==> config.mk <==
export PLATFORM = sky130hd
export DESIGN_NAME = patch_merge_gather_address_gen_unit
export DESIGN_NICKNAME = d
export VERILOG_FILES = /design/src/hdl/pmg_pkg.sv /design/src/hdl/pmg_fifo.sv /design/src/hdl/pmg_front.sv /design/src/hdl/pmg_back.sv /design/src/hdl/patch_merge_gather_address_gen_unit.sv
export VERILOG_INCLUDE_DIRS = /design/src /design/src/hdl
export SDC_FILE = /design/constraint.sdc
export NUM_CORES = 1
export LEC_CHECK = 0
export ABC_AREA = 1
export BUFFER_PORTS_ARGS = -buffer_cell sky130_fd_sc_hd__buf_2
export CAP_MARGIN = 5
export CELL_PAD_IN_SITES_DETAIL_PLACEMENT = 0
export CELL_PAD_IN_SITES_GLOBAL_PLACEMENT = 1
export CORE_MARGIN = 2
export CORE_UTILIZATION = 55
export DETAILED_ROUTE_END_ITERATION = 8
export GPL_TIMING_DRIVEN = 0
export MAX_ROUTING_LAYER = met4
export PLACE_DENSITY = 0.9
export SYNTH_ARGS = -nofsm -noshare
export SYNTH_HDL_FRONTEND = slang
export SYNTH_SLANG_ARGS = --single-unit
==> constraint.sdc <==
create_clock -name clk -period 12.5 [get_ports clk]
set_input_delay 0.625 -clock clk [delete_from_list [all_inputs] [get_ports clk]]
set_output_delay 0.625 -clock clk [all_outputs]
set_load 0.01 [all_outputs]
==> src/hdl/patch_merge_gather_address_gen_unit_assert.svh <==
// Assertion macros shared by the patch merge gather address generator modules.
`ifndef PATCH_MERGE_GATHER_ADDRESS_GEN_UNIT_ASSERT_SVH
`define PATCH_MERGE_GATHER_ADDRESS_GEN_UNIT_ASSERT_SVH

// Expression holds at every clock edge out of reset.
`define PMG_ASSERT_ALWAYS(lbl, expr, msg) \
    lbl: assert property (@(posedge clk) disable iff (!rst_n) (expr)) else $error(msg);

// Consequent holds in the same cycle as the antecedent.
`define PMG_ASSERT_IMP(lbl, ante, cons, msg) \
    lbl: assert property (@(posedge clk) disable iff (!rst_n) (ante) |-> (cons)) \
        else $error(msg);

// Consequent holds in the cycle after the antecedent.
`define PMG_ASSERT_NEXT(lbl, ante, cons, msg) \
    lbl: assert property (@(posedge clk) disable iff (!rst_n) (ante) |=> (cons)) \
        else $error(msg);

`endif

==> src/hdl/pmg_pkg.sv <==
// Package: types, constants and helpers of the patch merge gather address generator.
package pmg_pkg;

    // Index fields are 25 bits wide
    localparam int IDX_W = 25;
    // Channel digit covers up to four channels
    localparam int CH_W  = 2;
    // Width of the side register write data
    localparam int SIDE_IN_W = 7;

    // Default geometry
    localparam int PATCH_DEF          = 16;
    localparam int MERGE_DEF          = 2;
    localparam int TIME_PATCH_DEF     = 2;
    localparam int FRAMES_DEF         = 2;
    localparam int CHANNELS_DEF       = 3;
    localparam int MAX_SIDE_UNITS_DEF = 64;

    // Queue depths
    localparam int MID_DEPTH = 4;
    localparam int OUT_DEPTH = 8;

    typedef logic [IDX_W-1:0] idx_t;

    // Classified word from front to back: coordinates of one element
    typedef struct packed {
        idx_t            t_idx;
        idx_t            y_idx;
        idx_t            x_idx;
        logic [CH_W-1:0] chan;
        idx_t            dst;
        logic            last;
    } pmg_item_t;

    // Finished result word
    typedef struct packed {
        idx_t src;
        idx_t dst;
        logic last;
    } pmg_res_t;

    // Counter width for a digit that runs 0..n-1
    function automatic int cnt_w(input int n);
        return (n > 1) ? $clog2(n) : 1;
    endfunction

endpackage

==> src/hdl/pmg_fifo.sv <==
// Small register-based word queue with occupancy count.
`include "patch_merge_gather_address_gen_unit_assert.svh"

module pmg_fifo #(
    parameter int WIDTH = 8,
    parameter int DEPTH = 4
) (
    input  logic                       clk,
    input  logic                       rst_n,
    input  logic                       push,
    input  logic [WIDTH-1:0]           wr_data,
    output logic                       full,
    input  logic                       pop,
    output logic [WIDTH-1:0]           rd_data,
    output logic                       empty,
    output logic [$clog2(DEPTH+1)-1:0] count
);
    localparam int PTR_W = (DEPTH > 1) ? $clog2(DEPTH) : 1;
    localparam int CNT_W = $clog2(DEPTH+1);

    logic [WIDTH-1:0] mem_reg [DEPTH];
    logic [PTR_W-1:0] wr_ptr_reg, wr_ptr_next;
    logic [PTR_W-1:0] rd_ptr_reg, rd_ptr_next;
    logic [CNT_W-1:0] count_reg, count_next;

    assign full    = (count_reg == CNT_W'(DEPTH));
    assign empty   = (count_reg == '0);
    assign count   = count_reg;
    assign rd_data = mem_reg[rd_ptr_reg];

    // pointer and count update
    always_comb
    begin
        wr_ptr_next = wr_ptr_reg;
        rd_ptr_next = rd_ptr_reg;
        count_next  = count_reg;
        if (push)
        begin
            wr_ptr_next = (wr_ptr_reg == PTR_W'(DEPTH-1)) ? '0 : wr_ptr_reg + PTR_W'(1);
        end
        if (pop)
        begin
            rd_ptr_next = (rd_ptr_reg == PTR_W'(DEPTH-1)) ? '0 : rd_ptr_reg + PTR_W'(1);
        end
        if (push && !pop)
        begin
            count_next = count_reg + CNT_W'(1);
        end
        else if (pop && !push)
        begin
            count_next = count_reg - CNT_W'(1);
        end
    end

    always_ff @(posedge clk or negedge rst_n)
    begin
        if (!rst_n)
        begin
            wr_ptr_reg <= '0;
            rd_ptr_reg <= '0;
            count_reg  <= '0;
        end
        else
        begin
            wr_ptr_reg <= wr_ptr_next;
            rd_ptr_reg <= rd_ptr_next;
            count_reg  <= count_next;
        end
    end

    // storage
    always_ff @(posedge clk)
    begin
        if (push)
        begin
            mem_reg[wr_ptr_reg] <= wr_data;
        end
    end

    `PMG_ASSERT_ALWAYS(a_fifo_count_bound, count_reg <= CNT_W'(DEPTH), "fifo overfilled")
    `PMG_ASSERT_IMP(a_fifo_no_overflow, push, !full || pop, "push into full fifo")
    `PMG_ASSERT_IMP(a_fifo_no_underflow, pop, !empty, "pop from empty fifo")

endmodule

==> src/hdl/pmg_front.sv <==
// Front end: side register, element counters and classification of each word.
`include "patch_merge_gather_address_gen_unit_assert.svh"

module pmg_front #(
    parameter int PATCH          = pmg_pkg::PATCH_DEF,
    parameter int MERGE          = pmg_pkg::MERGE_DEF,
    parameter int TIME_PATCH     = pmg_pkg::TIME_PATCH_DEF,
    parameter int FRAMES         = pmg_pkg::FRAMES_DEF,
    parameter int CHANNELS       = pmg_pkg::CHANNELS_DEF,
    parameter int MAX_SIDE_UNITS = pmg_pkg::MAX_SIDE_UNITS_DEF
) (
    input  logic                               clk,
    input  logic                               rst_n,
    input  logic                               side_units_we,
    input  logic [pmg_pkg::SIDE_IN_W-1:0]      side_units,
    input  logic                               take,
    input  logic                               restart,
    output pmg_pkg::pmg_item_t                 item,
    output pmg_pkg::idx_t                      dim
);
    import pmg_pkg::*;

    localparam int GRID_T = ((FRAMES / TIME_PATCH) > 0) ? (FRAMES / TIME_PATCH) : 1;
    localparam int PC_W   = cnt_w(PATCH);
    localparam int TS_W   = cnt_w(TIME_PATCH);
    localparam int CC_W   = cnt_w(CHANNELS);
    localparam int MG_W   = cnt_w(MERGE);
    localparam int TG_W   = cnt_w(GRID_T);
    localparam int SIDE_W = $clog2(MAX_SIDE_UNITS+1);
    localparam int CMP_W  = 9;

    logic [PC_W-1:0]   pc_reg, pr_reg, pc, pr, pc_next, pr_next;
    logic [TS_W-1:0]   ts_reg, ts, ts_next;
    logic [CC_W-1:0]   cc_reg, cc, cc_next;
    logic [MG_W-1:0]   mc_reg, mr_reg, mc, mr, mc_next, mr_next;
    logic [SIDE_W-1:0] gc_reg, gr_reg, gc, gr, gc_next, gr_next;
    logic [TG_W-1:0]   tg_reg, tg, tg_next;
    idx_t              pos_reg, pos, pos_next;
    logic [SIDE_W-1:0] side_reg, side_next, side_top;
    idx_t              dim_reg, dim_next;
    logic [CMP_W-1:0]  side_x;
    logic              c1, c2, c3, c4, c5, c6, c7, c8, wrap;

    assign dim = dim_reg;

    // clamp the written side to 1..MAX_SIDE_UNITS
    always_comb
    begin
        side_x = CMP_W'(side_units);
        if (side_x == '0)
        begin
            side_next = SIDE_W'(1);
        end
        else if (side_x > CMP_W'(MAX_SIDE_UNITS))
        begin
            side_next = SIDE_W'(MAX_SIDE_UNITS);
        end
        else
        begin
            side_next = SIDE_W'(side_x);
        end
        dim_next = idx_t'(side_next) * idx_t'(MERGE * PATCH);
    end

    // current digits, cleared by restart, and the carry chain
    always_comb
    begin
        pc  = restart ? '0 : pc_reg;
        pr  = restart ? '0 : pr_reg;
        ts  = restart ? '0 : ts_reg;
        cc  = restart ? '0 : cc_reg;
        mc  = restart ? '0 : mc_reg;
        mr  = restart ? '0 : mr_reg;
        gc  = restart ? '0 : gc_reg;
        gr  = restart ? '0 : gr_reg;
        tg  = restart ? '0 : tg_reg;
        pos = restart ? '0 : pos_reg;
        side_top = side_reg - SIDE_W'(1);

        c1   = (pc == PC_W'(PATCH-1));
        c2   = c1 && (pr == PC_W'(PATCH-1));
        c3   = c2 && (ts == TS_W'(TIME_PATCH-1));
        c4   = c3 && (cc == CC_W'(CHANNELS-1));
        c5   = c4 && (mc == MG_W'(MERGE-1));
        c6   = c5 && (mr == MG_W'(MERGE-1));
        c7   = c6 && (gc == side_top);
        c8   = c7 && (gr == side_top);
        wrap = c8 && (tg == TG_W'(GRID_T-1));

        pc_next  = c1 ? '0 : pc + PC_W'(1);
        pr_next  = c1 ? (c2 ? '0 : pr + PC_W'(1)) : pr;
        ts_next  = c2 ? (c3 ? '0 : ts + TS_W'(1)) : ts;
        cc_next  = c3 ? (c4 ? '0 : cc + CC_W'(1)) : cc;
        mc_next  = c4 ? (c5 ? '0 : mc + MG_W'(1)) : mc;
        mr_next  = c5 ? (c6 ? '0 : mr + MG_W'(1)) : mr;
        gc_next  = c6 ? (c7 ? '0 : gc + SIDE_W'(1)) : gc;
        gr_next  = c7 ? (c8 ? '0 : gr + SIDE_W'(1)) : gr;
        tg_next  = c8 ? (wrap ? '0 : tg + TG_W'(1)) : tg;
        pos_next = wrap ? '0 : pos + idx_t'(1);
    end

    // classified word: frame, row, column and channel of this element, its destination and last flag
    always_comb
    begin
        item.t_idx = idx_t'(tg) * idx_t'(TIME_PATCH) + idx_t'(ts);
        item.y_idx = (idx_t'(gr) * idx_t'(MERGE) + idx_t'(mr)) * idx_t'(PATCH) + idx_t'(pr);
        item.x_idx = (idx_t'(gc) * idx_t'(MERGE) + idx_t'(mc)) * idx_t'(PATCH) + idx_t'(pc);
        item.chan  = CH_W'(cc);
        item.dst   = pos;
        item.last  = wrap;
    end

    always_ff @(posedge clk or negedge rst_n)
    begin
        if (!rst_n)
        begin
            side_reg <= SIDE_W'(1);
            dim_reg  <= idx_t'(MERGE * PATCH);
            pc_reg   <= '0;
            pr_reg   <= '0;
            ts_reg   <= '0;
            cc_reg   <= '0;
            mc_reg   <= '0;
            mr_reg   <= '0;
            gc_reg   <= '0;
            gr_reg   <= '0;
            tg_reg   <= '0;
            pos_reg  <= '0;
        end
        else if (side_units_we)
        begin
            // new side restarts the sequence
            side_reg <= side_next;
            dim_reg  <= dim_next;
            pc_reg   <= '0;
            pr_reg   <= '0;
            ts_reg   <= '0;
            cc_reg   <= '0;
            mc_reg   <= '0;
            mr_reg   <= '0;
            gc_reg   <= '0;
            gr_reg   <= '0;
            tg_reg   <= '0;
            pos_reg  <= '0;
        end
        else if (take)
        begin
            pc_reg  <= pc_next;
            pr_reg  <= pr_next;
            ts_reg  <= ts_next;
            cc_reg  <= cc_next;
            mc_reg  <= mc_next;
            mr_reg  <= mr_next;
            gc_reg  <= gc_next;
            gr_reg  <= gr_next;
            tg_reg  <= tg_next;
            pos_reg <= pos_next;
        end
    end

    `PMG_ASSERT_ALWAYS(a_front_side_range,
        (side_reg != '0) && (side_reg <= SIDE_W'(MAX_SIDE_UNITS)), "side register out of range")
    `PMG_ASSERT_ALWAYS(a_front_group_bound, (gc_reg < side_reg) && (gr_reg < side_reg),
        "group counter beyond side")
    `PMG_ASSERT_NEXT(a_front_wrap_pos, take && wrap && !side_units_we, pos_reg == '0,
        "position not cleared after last word")

endmodule

==> src/hdl/pmg_back.sv <==
// Back end: two-stage multiply pipeline that turns coordinates into a source index.
`include "patch_merge_gather_address_gen_unit_assert.svh"

module pmg_back #(
    parameter int CHANNELS = pmg_pkg::CHANNELS_DEF,
    parameter int DEPTH    = pmg_pkg::OUT_DEPTH
) (
    input  logic                            clk,
    input  logic                            rst_n,
    input  pmg_pkg::pmg_item_t              item,
    input  logic                            item_valid,
    output logic                            item_pop,
    input  pmg_pkg::idx_t                   dim,
    input  logic [$clog2(DEPTH+1)-1:0]      out_count,
    output logic                            res_push,
    output pmg_pkg::pmg_res_t               res
);
    import pmg_pkg::*;

    localparam int CNT_W = $clog2(DEPTH+1);

    logic              v1_reg, v2_reg;
    idx_t              a1_reg, x1_reg, dst1_reg, b2_reg, dst2_reg;
    logic [CH_W-1:0]   c1_reg, c2_reg;
    logic              last1_reg, last2_reg;
    logic [CNT_W:0]    used;

    // space check: queued results plus words in flight
    assign used     = (CNT_W+1)'(out_count) + (CNT_W+1)'(v1_reg) + (CNT_W+1)'(v2_reg);
    assign item_pop = item_valid && (used < (CNT_W+1)'(DEPTH));

    // last step: scale by channel count and add channel digit
    assign res_push = v2_reg;
    assign res.src  = b2_reg * idx_t'(CHANNELS) + idx_t'(c2_reg);
    assign res.dst  = dst2_reg;
    assign res.last = last2_reg;

    always_ff @(posedge clk or negedge rst_n)
    begin
        if (!rst_n)
        begin
            v1_reg <= 1'b0;
            v2_reg <= 1'b0;
        end
        else
        begin
            v1_reg <= item_pop;
            v2_reg <= v1_reg;
        end
    end

    // stage 1: frame * dim + row; stage 2: (..) * dim + column
    always_ff @(posedge clk)
    begin
        a1_reg    <= item.t_idx * dim + item.y_idx;
        x1_reg    <= item.x_idx;
        c1_reg    <= item.chan;
        dst1_reg  <= item.dst;
        last1_reg <= item.last;
        b2_reg    <= a1_reg * dim + x1_reg;
        c2_reg    <= c1_reg;
        dst2_reg  <= dst1_reg;
        last2_reg <= last1_reg;
    end

    `PMG_ASSERT_NEXT(a_back_stage_flow, v1_reg, v2_reg, "word lost between stages")
    `PMG_ASSERT_ALWAYS(a_back_credit, used <= (CNT_W+1)'(DEPTH), "result credit overrun")
    `PMG_ASSERT_IMP(a_back_pop_valid, item_pop, item_valid, "pop without queued word")

endmodule

==> src/hdl/patch_merge_gather_address_gen_unit.sv <==
// Top level of the patch merge gather address generator.
//
// Emits, per input word, the source and destination element index of the next
// element of a patch-ordered, 2x2-merged view of a T x H x W x C frame stack.
// Input channel: a word (restart bit) is taken when push is high and full is
// low. restart=1 rewinds the sequence to element zero before this word emits.
// Result channel: while empty is low, src_index, dst_index and last show the
// oldest result; it is taken when pop is high. last marks the final element.
// side_units_we writes side_units (square side in 32-pixel units, 0 reads as
// 1, large values clamp) and rewinds the sequence; write only while idle.
// Accepted words pass through the middle queue, the two multiply stages and the
// result queue. Throughput: one word per cycle while no queue is full.
// Between front and back sits a 4-word queue; results wait in an 8-word queue.
// When the receiver stalls the result queue fills, the back end stops drawing
// words, the middle queue fills and full goes high.
// Reset clears all queues and counters and sets the side to one unit.
module patch_merge_gather_address_gen_unit #(
    parameter int PATCH          = pmg_pkg::PATCH_DEF,
    parameter int MERGE          = pmg_pkg::MERGE_DEF,
    parameter int TIME_PATCH     = pmg_pkg::TIME_PATCH_DEF,
    parameter int FRAMES         = pmg_pkg::FRAMES_DEF,
    parameter int CHANNELS       = pmg_pkg::CHANNELS_DEF,
    parameter int MAX_SIDE_UNITS = pmg_pkg::MAX_SIDE_UNITS_DEF
) (
    input  logic                          clk,
    input  logic                          rst_n,
    input  logic                          push,
    output logic                          full,
    input  logic                          restart,
    output logic                          empty,
    input  logic                          pop,
    output pmg_pkg::idx_t                 src_index,
    output pmg_pkg::idx_t                 dst_index,
    output logic                          last,
    input  logic                          side_units_we,
    input  logic [pmg_pkg::SIDE_IN_W-1:0] side_units
);
    import pmg_pkg::*;

    localparam int OUT_CNT_W = $clog2(OUT_DEPTH+1);
    localparam int MID_CNT_W = $clog2(MID_DEPTH+1);

    pmg_item_t              front_item, back_item;
    pmg_res_t               back_res, out_res;
    idx_t                   dim;
    logic                   take, mid_empty, back_pop, res_push, out_pop;
    logic [OUT_CNT_W-1:0]   out_count;
    logic [MID_CNT_W-1:0]   mid_count;

    // input accept
    assign take = push && !full;

    pmg_front #(
        .PATCH          (PATCH),
        .MERGE          (MERGE),
        .TIME_PATCH     (TIME_PATCH),
        .FRAMES         (FRAMES),
        .CHANNELS       (CHANNELS),
        .MAX_SIDE_UNITS (MAX_SIDE_UNITS)
    ) u_front (
        .clk           (clk),
        .rst_n         (rst_n),
        .side_units_we (side_units_we),
        .side_units    (side_units),
        .take          (take),
        .restart       (restart),
        .item          (front_item),
        .dim           (dim)
    );

    pmg_fifo #(
        .WIDTH ($bits(pmg_item_t)),
        .DEPTH (MID_DEPTH)
    ) u_mid_q (
        .clk     (clk),
        .rst_n   (rst_n),
        .push    (take),
        .wr_data (front_item),
        .full    (full),
        .pop     (back_pop),
        .rd_data (back_item),
        .empty   (mid_empty),
        .count   (mid_count)
    );

    pmg_back #(
        .CHANNELS (CHANNELS),
        .DEPTH    (OUT_DEPTH)
    ) u_back (
        .clk        (clk),
        .rst_n      (rst_n),
        .item       (back_item),
        .item_valid (!mid_empty && (mid_count != '0)),
        .item_pop   (back_pop),
        .dim        (dim),
        .out_count  (out_count),
        .res_push   (res_push),
        .res        (back_res)
    );

    // result accept
    assign out_pop = pop && !empty;

    pmg_fifo #(
        .WIDTH ($bits(pmg_res_t)),
        .DEPTH (OUT_DEPTH)
    ) u_out_q (
        .clk     (clk),
        .rst_n   (rst_n),
        .push    (res_push),
        .wr_data (back_res),
        .full    (),
        .pop     (out_pop),
        .rd_data (out_res),
        .empty   (empty),
        .count   (out_count)
    );

    assign src_index = out_res.src;
    assign dst_index = out_res.dst;
    assign last      = out_res.last;

endmodule

### Word level (Yosys, flattened, before mapping)

Memory sizes are Yosys's and may differ from the RTL's.
Index checks and enable logic that the tools add are counted.

| storage, ports and cells | value |
|---|---|
| input port bits | 13 |
| logic and storage cells | 167 |
| flip-flop bits (word level) | 210 |
| memories kept | 2 |
| memory bits (writable) | 732 |
| output and inout port bits | 53 |

| cells by class | value |
|---|---|
| reduce and logical (&&, ||, !) cells | 30 |
| equal/unequal tests | 10 |
| $lt $le $gt $ge | 2 |
| mux-type cells | 62 |
| bitwise operators | 1 |
| add/subtract/negate cells | 29 |
| multiply operators | 3 |

Memory list:

| memory | depth | bits a word | read ports | clocked after Yosys merged registers in | wr ports | RTL line | text |
|---|---|---|---|---|---|---|---|
| u_out_q.mem_reg | 8 | 51 | 1 | 0 | 1 | pmg_fifo.sv:21 | `logic [WIDTH-1:0] mem_reg [DEPTH];` |
| u_mid_q.mem_reg | 4 | 81 | 1 | 0 | 1 | pmg_fifo.sv:21 |  |

Operators with widths:

| cell | number |
|---|---|
| 25-bit two-way mux | 4 |
| 7-bit two-way mux | 12 |
| 25-bit adder | 2 |
| 25-bit by 4-bit adder with 25-bit output | 2 |
| 25-bit by 7-bit multiplier with 20-bit output | 2 |
| 4-bit two-way mux | 11 |
| 25-bit by 1-bit adder with 25-bit output (second input constant) | 1 |
| 25-bit by 2-bit adder with 25-bit output | 1 |
| 25-bit by 2-bit multiplier with 25-bit output (second input constant) | 1 |
| 1-bit two-way mux | 24 |
| 8-bit by 1-bit adder with 9-bit output | 2 |
| 1-bit logical AND | 16 |
| 7-bit by 1-bit adder with 7-bit output (second input constant) | 2 |
| 7-bit equality test | 2 |
| 2-bit two-way mux | 7 |
| 4-bit by 1-bit adder with 4-bit output (second input constant) | 3 |
| 3-bit two-way mux | 4 |
| 3-bit by 1-bit adder with 3-bit output (second input constant) | 3 |
| 3-bit equality test (second input constant) | 3 |
| 4-bit equality test (second input constant) | 2 |
| 7-bit greater-than comparator (second input constant) | 1 |
| 1-bit zero test | 7 |
| 7-bit zero test | 1 |
| 7-bit by 1-bit subtractor with 7-bit output (second input constant) | 1 |
| 14 further kinds | 23 |

### Longest topological paths before layout

| depth | value |
|---|---|
| depth after elaboration | 14 |
| mapped depth | 29 |
| depth with buffers taken out | 27 |

### Hierarchy

A second synthesis with hierarchy kept.

| second synthesis, totals | value |
|---|---|
| cell total of the unflattened synthesis | 7183 |
| area, all modules | 66192.2 µm² |

Modules (own cells, without submodules):

| module | sequential area each (µm²) | area each (µm²) | times used | cells an instance |
|---|---|---|---|---|
| pmg_back | 2672.6 | 26354.0 | 1 | 3366 |
| pmg_fifo (u_out_q) | 12502.0 | 18131.1 | 1 | 1840 |
| pmg_fifo (u_mid_q) | 12547.0 | 16766.1 | 1 | 1254 |
| pmg_front | 1502.7 | 4913.5 | 1 | 716 |
| patch_merge_gather_address_gen_unit | 0.0 | 27.5 | 1 | 7 |

### Worst setup path before layout

Ideal clock, no wire load.

| timing path | value |
|---|---|
| kind | register -> register |
| start point | register u_front.dim_reg[11] (netlist: u_front.dim[11]) |
| end point | register u_back.b2_reg[22] |
| setup time | 114 ps |
| required time | 12386 ps |
| cell stages (with the launch flop) | 26 |
| data arrival time | 5053 ps |
| setup slack | 7333 ps |
| period minus slack after synthesis | 5167 ps |
| cells stage by stage | dfrtp_1 clkbuf_1 clkbuf_1 nand2_1 fa_1 fa_1 inv_1 fa_1 inv_1 fa_1 inv_1 ha_1 xnor2_1 inv_1 ha_1 nand2_1 nor3_1 nand2_1 nand2_1 nand2_2 nor2_2 nand2_2 nor2_4 nand3b_1 xor2_1 inv_1 |

| on the way | value |
|---|---|
| longest elaborated chain between the ends | 2 |

Ends and longest elaborated chain:

| element | RTL line | text |
|---|---|---|
| start, declared | pmg_front.sv:40 | `idx_t dim_reg, dim_next;` |
| start signal, assigned | pmg_front.sv:118 | `dim_reg <= idx_t'(MERGE * PATCH);` |
| start signal, assigned | pmg_front.sv:134 | `dim_reg <= dim_next;` |
| 25-bit by 7-bit multiplier with 20-bit output | pmg_back.sv:60 | `b2_reg <= a1_reg * dim + x1_reg;` |
| 25-bit adder | pmg_back.sv:60 |  |
| end signal, assigned | pmg_back.sv:60 |  |
| end, declared | pmg_back.sv:23 | `idx_t a1_reg, x1_reg, dst1_reg, b2_reg, dst2_reg;` |

Every way passes these cells.
A chain may end at the register's enable or synchronous reset.

### Worst setup path in the final report

Same ends and word-level chain as after synthesis.

==> flow_summary.ini <==
[pwr]
pwr-share-comb_pct = 44.9
ir_drop_uv = 260
power.internal_mw = 7.51
switching_share_pct = 41.9
powerDensity_nw_per_um2 = 304
p_clk_share_pct = 19.0
total_power_mw = 12.9
power.share.sequential_pct = 36.0
p_leak_nw = 17.0
p_sw_mw = 5.42

[status]
status = finished clean

[timing]
period_minus_slack_ns = 5.90
hold_viol = 0
grt_setup_unrepaired = no
tightest_slew_ns = 0.991
final-setup-viol-count = 0
drv_slew = 0
timing.fmax_mhz = 169
skew_ns = 0.0285
period_share_pct = 47.2
slew_headroom_pct = 33.8
setup_tns_ns = 0
hold_ws_ns = 0.00343

[logic_synthesis]
yosysTopAreaCellShare_pct = 49.5
synth_xor_area_share_pct = 2.03
synth_seq_cells = 813
yosys_warnings = 0
syn_area_um2 = 37800
ys_async_sr_fraction_pct = 9.72
syn_nets = 3752
synth_mux_area_share_pct = 0.0595
synth_edf_count = 624
yosysMostFrequentCell = edfxtp_1
synth_largest_area_cell = edfxtp_1
synthSimpleGateAreaFrac_pct = 14.0
synth_top_family_by_area = simple AND/OR/NAND/NOR gates
synth-main-ff-cell = edfxtp_1
synthCells = 3530
yosysUniqueCellTypes = 62
synth_compound_area_share_pct = 9.57
synth.avg_cell_area_um2 = 10.7
synthTopCellsByArea = edfxtp_1, nor2_1, dfxtp_1
synth-adder-area-share_pct = 8.42
synth_commonest_cells = edfxtp_1, nor2_1, nand2_1
seq_area_frac_synth_pct = 60.6

[setup_path]
cp.required_ns = 13.02
critPathKind = flop to flop
critPathLaunchType = flop
crit_slowest_cell = fa_1
crit_arrival_ns = 6.42
end_kind = flop
crit_top_cell = inv_1
slowest_delay_ns = 0.55
path_max_fanout = 10

[finish]
largest_reg_flops = 408
layout.cells.non_filler = 4645
syn2layout_area_growth_pct = 12.3
final_core_util_pct = 62.2
nNetsFinal = 3917
drive_gt1_share_pct = 9.01
n_antenna_cell = 0

[routing]
detail_route.wl_per_cell_um = 19.2
firstDrtPassIters = 6
ant_nets = 0
drt_iter0_markers = 2368
num_vias = 25800
drc_errors = 0
viasPerCell = 5.55
drt-total-wl_um = 89300

[grt]
grt_overflow = 0
track_usage_pct = 26.3
antenna_found_initial = 0
grt_max_degree = 44
grt_pass1_vias = 25100
grt_pass1_wl_um = 139000

[floorplan]
core_area_um2 = 68300
row_count = 96
io-pin-count = 66
die_h_um = 266
die_x_um = 266
dieArea_um2 = 70900
start_util_pct = 55.4

[clock_tree]
cts.sinks = 813
root_buffer = clkbuf_16
clk_pin_slew_ns = 0.06
ctsResizeCount = 0
clockBufferDepth = 3
cts_made_buffers = 81
htreeDepth = 3
ctsHoldBuffers = 0
cts_tree = yes
clk_latency_ns = 0.63
post_cts_buffers = 0

[hold_path]
hold_path.class = input port to asynchronous set/reset pin

[placed_design]
routabilityCongestion = 0.867
post-dp-hpwl_um = 61500
port_buffers = 64
dp.cells = 4494

[run]
max_cap_violations = 0
-- stage by stage --
step / setup slack (ns) / area, µm²
CTS: 6.51 / 42500
finish: 6.60 / 42500
detailed placement: 6.51 / 39700
floorplan: 7.33 / 37800
global route: 6.04 / 42500
global placement: 6.50 / 39300
-- per-layer routing --
metal | global-route usage, % | wire length [µm]
met1 | 33.5 | 36900
met5 | - | 0
met3 | 2.84 | 5730
met4 | 8.23 | 2280
met2 | 44.7 | 44400
-- logic make-up (layout without fill, tap and decap cells) --
group	count (synthesis)	in the layout
mux	2	2
compound gates	651	651
simple gates	1255	1255
other cells	1	1
buf+inv	512	745
fa+ha+maj	209	209
xor+xnor	87	87
flops	813	813
-- final cells by class --
type / count / area, µm²
plain buffers: 141 / 618
clock buffers: 111 / 2360
clock inverters: 40 / 388
fillers: 5291 / 25900
inverters: 371 / 1400
multi-input cells: 2205 / 13000
flip-flops and latches: 813 / 22900
well taps: 882 / 1100
repair buffers: 82 / 713
-- final timing paths --
path,startpoint,to,slack [ns],cells past startpoint
hold reg to reg,u_back.x1_reg[1],u_back.b2_reg[1],0.33,0
hold / removal,rst_n,u_front.dim[6],0.003,1
setup / recovery,u_front.dim[11],u_back.b2_reg[22],6.60,25
setup reg to reg,u_front.dim[11],u_back.b2_reg[22],6.60,25
max in group asynchronous,rst_n,u_front.pos_reg[21],11.83,2
min in group clk,side_units[1],u_front.dim[6],0.25,3
-- cell usage in the layout, fill, tap and decap left out, types with 33 or more instances in the layout --
cell type,count
xor2_1,53
clkbuf_16,86
buf_2,81
dfrtp_1,78
nand4_1,33
a21oi_1,61
clkbuf_1,124
o21ai_0,376
xnor2_1,33
nand2_1,454
dfxtp_1,110
o22ai_1,122
a31oi_1,56
ha_1,133
edfxtp_1,624
nand3_1,90
nor2_1,575
fa_1,76
inv_1,358
-- critical path: cells and delay by family, from the launching register on --
kind                       cells  cell delay (ns)
adders and majority gates      6             2.87
and+or+nand+nor               10             1.17
buffers and inverters          7             1.08
xor gates and xnor gates       2             0.34
DFF                            1             0.32
-- power groups by stage --
stage	combinational [mW]	clock, mW	sequential [mW]
after CTS	5.83	2.48	4.65
after floorplan	3.86	0	4.58
after global placement	5.61	0	4.73
after global routing	6.52	2.58	4.72
final	5.81	2.46	4.66
after detailed placement	5.79	0	4.70
(Power assumes the default switching activity.)
